<file path="src/sv/depth_pixel_compositor_macros.svh">
// assertion helpers of the compositor rtl
`ifndef DEPTH_PIXEL_COMPOSITOR_MACROS_SVH
`define DEPTH_PIXEL_COMPOSITOR_MACROS_SVH

// same-cycle implication, checked out of reset
`define DPC_ASSERT_IMPL(label, clk, rst_n, ante, cons) \
    label: assert property (@(posedge clk) disable iff (!rst_n) (ante) |-> (cons)) \
        else $error("dpc same-cycle check failed");

// next-cycle implication, checked out of reset
`define DPC_ASSERT_NEXT(label, clk, rst_n, ante, cons) \
    label: assert property (@(posedge clk) disable iff (!rst_n) (ante) |=> (cons)) \
        else $error("dpc next-cycle check failed");

`endif

</file>
<file path="src/sv/dpc_pkg.sv">
// ----------------------------------------------------------------------------
// dpc_pkg
// shared widths, types and mode codes of the depth pixel compositor
// ----------------------------------------------------------------------------
package dpc_pkg;

    localparam int CH_W           = 8;
    localparam int DEPTH_FIELD_W  = 24;
    localparam int DEPTH_BITS_DEF = 24;
    localparam logic [CH_W-1:0] CH_MAX = {CH_W{1'b1}};

    typedef logic [CH_W-1:0] ch_t;

    // premultiplied rgba pixel colour
    typedef struct packed {
        ch_t red;
        ch_t green;
        ch_t blue;
        ch_t alpha;
    } rgba_t;

    // merge mode register codes
    typedef enum logic {
        MODE_MIN_DEPTH = 1'b0,
        MODE_BLEND     = 1'b1
    } mode_t;

endpackage

</file>
<file path="src/sv/dpc_over_channel.sv">
// ----------------------------------------------------------------------------
// dpc_over_channel
// one channel of premultiplied over: near + floor((255 - alpha) * far / 255),
// saturated at full scale
// ----------------------------------------------------------------------------
module dpc_over_channel (
    input  dpc_pkg::ch_t near_val,
    input  dpc_pkg::ch_t far_val,
    input  dpc_pkg::ch_t alpha_near,
    output dpc_pkg::ch_t result
);
    import dpc_pkg::*;

    logic [CH_W-1:0]   inv_alpha;
    logic [2*CH_W-1:0] prod;
    logic [2*CH_W-1:0] acc;
    logic [CH_W-1:0]   quot;
    logic [CH_W:0]     sum;

    // weight of the far pixel
    assign inv_alpha = CH_MAX - alpha_near;
    assign prod      = {{CH_W{1'b0}}, inv_alpha} * {{CH_W{1'b0}}, far_val};

    // exact floor divide by 255 for products up to 255*255: (x + (x >> 8) + 1) >> 8
    assign acc  = prod + {{CH_W{1'b0}}, prod[2*CH_W-1:CH_W]} + {{(2*CH_W-1){1'b0}}, 1'b1};
    assign quot = acc[2*CH_W-1:CH_W];

    // add and clamp
    assign sum    = {1'b0, near_val} + {1'b0, quot};
    assign result = sum[CH_W] ? CH_MAX : sum[CH_W-1:0];

endmodule

</file>
<file path="src/sv/dpc_merge.sv">
// ----------------------------------------------------------------------------
// dpc_merge
// depth test and colour merge of one pixel pair
// ----------------------------------------------------------------------------
module dpc_merge #(
    parameter int DEPTH_BITS = dpc_pkg::DEPTH_BITS_DEF
) (
    input  dpc_pkg::mode_t   mode,
    input  logic [DEPTH_BITS-1:0] depth_a,
    input  dpc_pkg::rgba_t   color_a,
    input  logic [DEPTH_BITS-1:0] depth_b,
    input  dpc_pkg::rgba_t   color_b,
    output logic [DEPTH_BITS-1:0] depth_near,
    output dpc_pkg::rgba_t   color_out
);
    import dpc_pkg::*;

    logic  b_near;
    rgba_t near_c;
    rgba_t far_c;
    rgba_t blend_c;

    // b wins only when strictly nearer, ties keep a
    assign b_near     = depth_b < depth_a;
    assign near_c     = b_near ? color_b : color_a;
    assign far_c      = b_near ? color_a : color_b;
    assign depth_near = b_near ? depth_b : depth_a;

    // over operator on all four channels, alpha included
    dpc_over_channel u_red (
        .near_val   (near_c.red),
        .far_val    (far_c.red),
        .alpha_near (near_c.alpha),
        .result     (blend_c.red)
    );

    dpc_over_channel u_green (
        .near_val   (near_c.green),
        .far_val    (far_c.green),
        .alpha_near (near_c.alpha),
        .result     (blend_c.green)
    );

    dpc_over_channel u_blue (
        .near_val   (near_c.blue),
        .far_val    (far_c.blue),
        .alpha_near (near_c.alpha),
        .result     (blend_c.blue)
    );

    dpc_over_channel u_alpha (
        .near_val   (near_c.alpha),
        .far_val    (far_c.alpha),
        .alpha_near (near_c.alpha),
        .result     (blend_c.alpha)
    );

    // mode select
    always_comb
    begin
        case (mode)
            MODE_BLEND:     color_out = blend_c;
            MODE_MIN_DEPTH: color_out = near_c;
            default:        color_out = near_c;
        endcase
    end

endmodule

</file>
<file path="src/sv/depth_pixel_compositor.sv">
// ----------------------------------------------------------------------------
// depth_pixel_compositor
// merges a pixel of an accumulated frame with the same pixel of another frame,
// by minimum depth or by premultiplied over blending of the nearer pixel
//
//   channel   signals                        direction   transfer when
//   in        in_valid / in_stall, a+b pix   into block  in_valid & !in_stall
//   out       out_valid / out_stall, result  out of block out_valid & !out_stall
//   cfg       cfg_valid / cfg_ready, mode    into block  cfg_valid & cfg_ready
//
// one pixel pair per clock sustained while out_stall is low; an input transfer
// reaches result valid through the input register, then the result register
// the path between the registers is one 8x8 multiply per channel plus adds
// rst_n clears both stage valid flags and the mode register (min depth)
// out_stall holds the result register; in_stall rises only when both stages
// are full and the result cannot leave
// ----------------------------------------------------------------------------
module depth_pixel_compositor #(
    parameter int DEPTH_BITS = dpc_pkg::DEPTH_BITS_DEF
) (
    input  logic clk,
    input  logic rst_n,

    input  logic cfg_valid,
    output logic cfg_ready,
    input  logic blend_mode,

    input  logic in_valid,
    output logic in_stall,
    input  logic [dpc_pkg::DEPTH_FIELD_W-1:0] depth_a,
    input  dpc_pkg::ch_t red_a,
    input  dpc_pkg::ch_t green_a,
    input  dpc_pkg::ch_t blue_a,
    input  dpc_pkg::ch_t alpha_a,
    input  logic [dpc_pkg::DEPTH_FIELD_W-1:0] depth_b,
    input  dpc_pkg::ch_t red_b,
    input  dpc_pkg::ch_t green_b,
    input  dpc_pkg::ch_t blue_b,
    input  dpc_pkg::ch_t alpha_b,

    output logic out_valid,
    input  logic out_stall,
    output logic [dpc_pkg::DEPTH_FIELD_W-1:0] depth_out,
    output dpc_pkg::ch_t red_out,
    output dpc_pkg::ch_t green_out,
    output dpc_pkg::ch_t blue_out,
    output dpc_pkg::ch_t alpha_out
);
    import dpc_pkg::*;

    `include "depth_pixel_compositor_macros.svh"

    mode_t mode_reg;

    logic                  s1_valid_reg;
    logic [DEPTH_BITS-1:0] s1_depth_a_reg;
    logic [DEPTH_BITS-1:0] s1_depth_b_reg;
    rgba_t                 s1_color_a_reg;
    rgba_t                 s1_color_b_reg;

    logic                  s2_valid_reg;
    logic [DEPTH_BITS-1:0] s2_depth_reg;
    rgba_t                 s2_color_reg;

    logic                  s2_load;
    logic                  s1_load;
    logic [DEPTH_BITS-1:0] m_depth;
    rgba_t                 m_color;

    // configuration register, always ready
    assign cfg_ready = 1'b1;

    always_ff @(posedge clk or negedge rst_n)
    begin
        if (!rst_n)
        begin
            mode_reg <= MODE_MIN_DEPTH;
        end
        else if (cfg_valid && cfg_ready)
        begin
            mode_reg <= mode_t'(blend_mode);
        end
    end

    // stage handshake
    assign s2_load  = s1_valid_reg && (!s2_valid_reg || !out_stall);
    assign in_stall = s1_valid_reg && s2_valid_reg && out_stall;
    assign s1_load  = in_valid && !in_stall;

    always_ff @(posedge clk or negedge rst_n)
    begin
        if (!rst_n)
        begin
            s1_valid_reg <= 1'b0;
            s2_valid_reg <= 1'b0;
        end
        else
        begin
            if (s1_load || s2_load)
            begin
                s1_valid_reg <= s1_load;
            end
            if (s2_load || !out_stall)
            begin
                s2_valid_reg <= s2_load;
            end
        end
    end

    // input register, depths trimmed or widened to the compare width
    always_ff @(posedge clk)
    begin
        if (s1_load)
        begin
            s1_depth_a_reg <= DEPTH_BITS'(depth_a);
            s1_depth_b_reg <= DEPTH_BITS'(depth_b);
            s1_color_a_reg <= '{red: red_a, green: green_a, blue: blue_a, alpha: alpha_a};
            s1_color_b_reg <= '{red: red_b, green: green_b, blue: blue_b, alpha: alpha_b};
        end
    end

    // depth test and blend
    dpc_merge #(
        .DEPTH_BITS (DEPTH_BITS)
    ) u_merge (
        .mode       (mode_reg),
        .depth_a    (s1_depth_a_reg),
        .color_a    (s1_color_a_reg),
        .depth_b    (s1_depth_b_reg),
        .color_b    (s1_color_b_reg),
        .depth_near (m_depth),
        .color_out  (m_color)
    );

    // result register
    always_ff @(posedge clk)
    begin
        if (s2_load)
        begin
            s2_depth_reg <= m_depth;
            s2_color_reg <= m_color;
        end
    end

    assign out_valid = s2_valid_reg;
    assign depth_out = DEPTH_FIELD_W'(s2_depth_reg);
    assign red_out   = s2_color_reg.red;
    assign green_out = s2_color_reg.green;
    assign blue_out  = s2_color_reg.blue;
    assign alpha_out = s2_color_reg.alpha;

    // checks
    `DPC_ASSERT_IMPL(a_stall_needs_item, clk, rst_n, in_stall, s1_valid_reg && s2_valid_reg)
    `DPC_ASSERT_NEXT(a_advance_fills_out, clk, rst_n, s2_load, s2_valid_reg)
    `DPC_ASSERT_IMPL(a_near_depth, clk, rst_n, s1_valid_reg,
        (m_depth <= s1_depth_a_reg) && (m_depth <= s1_depth_b_reg))
    `DPC_ASSERT_IMPL(a_min_mode_copies, clk, rst_n, s1_valid_reg && (mode_reg == MODE_MIN_DEPTH),
        (m_color == s1_color_a_reg) || (m_color == s1_color_b_reg))

endmodule
</file>
<file path="config.mk">
export PLATFORM = sky130hd
export DESIGN_NAME = depth_pixel_compositor
export DESIGN_NICKNAME = d
export VERILOG_FILES = /design/src/sv/dpc_pkg.sv /design/src/sv/dpc_over_channel.sv /design/src/sv/dpc_merge.sv /design/src/sv/depth_pixel_compositor.sv
export VERILOG_INCLUDE_DIRS = /design/src /design/src/sv
export SDC_FILE = /design/constraint.sdc
export NUM_CORES = 1
export LEC_CHECK = 0
export ABC_CLOCK_PERIOD_IN_PS = 19200
export BUFFER_PORTS_ARGS = -buffer_cell sky130_fd_sc_hd__buf_4
export CAP_MARGIN = 10
export CORE_ASPECT_RATIO = 1.4
export CORE_MARGIN = 1.5
export CORE_UTILIZATION = 60
export CTS_BUF_LIST = sky130_fd_sc_hd__clkbuf_8
export DETAILED_ROUTE_END_ITERATION = 8
export GPL_TIMING_DRIVEN = 0
export PLACE_DENSITY = 0.81
export SKIP_LAST_GASP = 1
export SLEW_MARGIN = 15
export SYNTH_ARGS = -nofsm -noshare
export SYNTH_HDL_FRONTEND = slang
export SYNTH_SLANG_ARGS = --single-unit
</file>
<file path="constraint.sdc">
create_clock -name clk -period 19.2 [get_ports clk]
set_input_delay 0.96 -clock clk [delete_from_list [all_inputs] [get_ports clk]]
set_output_delay 0.96 -clock clk [all_outputs]
set_load 0.05 [all_outputs]
</file>
==> run_results.csv <==
group,metric,value,unit
run_status,status,"complete, no violations",
cts,ctsLongestPathBuffers,2,
critical_path,path_buf_inv,6,
route,drt-initial-drc-count,722,
cts,clk_pin_slew,0.11,ns
sta,hold_viol_final,0,
finish,layout.nets,2461,
die,pin_count,177,
global_route,grt_pass1_wl,70040,um
synth,synth-seq-area-share,28.76,%
finish,fin_util,68.95,%
cts,cts_setup_buffers,0,
sta,clock_skew,0.02847,ns
cts,cts_tree,"yes",
critical_path,critical_path_class,"register to register",
route,post_drt_wl_per_cell,18.16,um
sta,maxSlewHeadroom,28.41,%
die,die_h,206.8,um
sta,setup_viol,0,
global_route,groute.usage.overall,29.57,%
critical_path,cp_common_cell,"fa_1",
route,avgViaCountPerCell,5.807,
route,dr.pass1.iters,7,
synth,ys.flop_type,"edfxtp_1",
placed_design,post-place-ws,7.058,ns
synth,avgSynthCellArea,10.01,um2
synth,yosysWarnings,0,
placed_design,post-dp-hpwl,34330,um
placed_design,numPortBuffers,175,
synth,synth_top_cell_area_share,28.34,%
synth,ys_ff_latch,171,
synth,synth-xor-area-share,5.054,%
die,design.core.area,29170,um2
global_route,globalRouteOverflowTotal,0,
global_route,grt_pass1_vias,14750,
synth,syn_inst,1779,
critical_path,required,19.48,ns
route,vias,13760,
synth,synth_top_family_by_area,"adder cells",
synth,synth_edf_count,168,
finish,syn_to_final_growth,12.98,%
synth,yosys-top-cells-area,"edfxtp_1, fa_1, ha_1",
synth,synthArstFlopShare,1.754,%
cts,cts-resized-gates,0,
sta,fin_tns_setup,0,ns
critical_path,startpoint_type,"register",
critical_path,max_stage_delay,0.76,ns
finish,finalNonFillerCells,2369,
placed_design,gp_congestion,0.9263,
cts,cts.htree.levels,4,
die,die_w,148.6,um
critical_path,cpLargestDelayFamily,"adder cells",
synth,synthDistinctLibCells,79,
job,maxCapViolations,0,
synth,synth.largest_area_cell,"edfxtp_1",
route,wl,43010,um
synth,synthAdderAreaFrac,32.10,%
finish,mostFrequentLayoutCells,"nor2_1, inv_1, ha_1",
die,dieArea,30720,um2
cts,insertion_delay,0.54,ns
finish,antenna_cells,0,
route,drc,0,
synth,synth_fp_nets,2264,
finish,drive_gt1_share,16.09,%
sta,worst-slew-pin-transition,1.044,ns
critical_path,cp_data_arrival_time,12.68,ns
global_route,antenna_found_initial,0,
synth,synth_compound_area_share,11.23,%
route,drtAntennaViolNets,0,
finish,final_common_cell,"nor2_1",
critical_path,cp_slowest_cell,"mux2i_1",
cts,postCtsHoldBufs,0,
placed_design,dp_cells,2337,
critical_path,crit_fanout,10,
synth,synth.area.mux_share,3.943,%
sta,setup_slack,6.792,ns
sta,layout_min_cycle_time,12.41,ns
synth,synth_simple_gate_area_share,12.56,%
sta,fmax,80.59,MHz
cts,cts_buffers,17,
worst_hold_path,worstHoldPathType,"input port to asynchronous set/reset pin",
critical_path,end_kind,"register",
cts,cts-root-buf,"clkbuf_8",
cts,cts.sinks,171,
synth,syn_area,17800,um2
global_route,grt_max_degree,67,
die,initial_utilization,61.03,%
sta,rsz0062_at_grt,"false",
sta,fin_crit_sh,64.63,%
critical_path,timing.rr.start,"s1_depth_b_reg[2]",
critical_path,startpoint,"s1_depth_b_reg[2]",
sta,slew_violations,0,
die,rows,74,
## stage by stage
step,hold slack [ns],area (um2)
after global routing,0.1802,20110
after CTS,0.1788,20110
after detailed placement,0.4862,19690
after global placement,0.4486,19590
after floorplan,0.4424,17800
final,0.2028,20110
## cell type report
type | count | area, um2
clock inverters | 15 | 191.4
clock buffers | 17 | 234.0
plain buffers | 44 | 181.4
multi-input cells | 1312 | 11570
fillers | 2244 | 9055
well taps | 380 | 475.5
repair buffers | 178 | 1396
flip-flops and latches | 171 | 5120
inverters | 252 | 945.9
## kinds of logic (layout without fill, tap and decap cells)
kind of cell,count (synthesis),count (layout)
other,1,1
adder cells (fa/ha/maj),368,368
AO/OA/AOI/OAI,291,291
XOR/XNOR,97,97
buffers and inverters,296,506
multiplexers,66,66
AND/OR/NAND/NOR,489,489
flip-flops,171,171
## cells in the mapped netlist, types with 3 or more instances
master	n
nand2b_1	8
and3_1	5
nor2b_1	14
nand2_1	66
buf_2	10
xor2_1	35
mux2i_1	33
o311ai_1	3
ha_1	219
or3_1	4
and2_1	5
clkbuf_1	33
o22ai_1	3
nand4b_1	3
inv_1	252
or2_2	39
o21bai_1	9
nor2_1	265
or4_1	3
mux2_2	33
edfxtp_1	168
a21boi_0	4
nor4_1	5
a311oi_1	3
o211a_1	3
a211oi_1	10
o21ai_0	62
nand4_1	13
o21ai_2	4
o22a_1	25
o221ai_1	3
o21ai_1	5
a21o_1	21
dfrtp_1	3
a21oi_1	70
nand3b_1	6
a221oi_1	3
a31oi_1	7
nand3_1	20
fa_1	148
xnor2_1	58
nor3_1	23
o211ai_1	10
o21a_1	14
## path summary, 6_finish.rpt
kind / slack (ns) / cells after the start / endpoint
worst max-delay path: 6.79 / 42 / blue_out[7]
worst min-delay path: 0.20 / 1 / s1_valid_reg
worst max register to register: 6.79 / 42 / blue_out[7]
worst min register to register: 0.50 / 1 / out_valid
max in group asynchronous: 18.91 / 1 / out_valid
min in group clk: 0.50 / 1 / out_valid
## per-layer routing
metal | vias up | GRT usage [%] | wire length (um)
met1 | 6616 | 29.79 | 14940
met2 | 518 | 53.82 | 22270
met5 | - | 0 | 0
li1 | 6462 | - | -
met3 | 160 | 7.692 | 3181
met4 | 0 | 19.13 | 2621
Power is left out: the tool's default activity adds up to more than one toggle a clock period on the data nets, which glitch-free logic cannot reach.
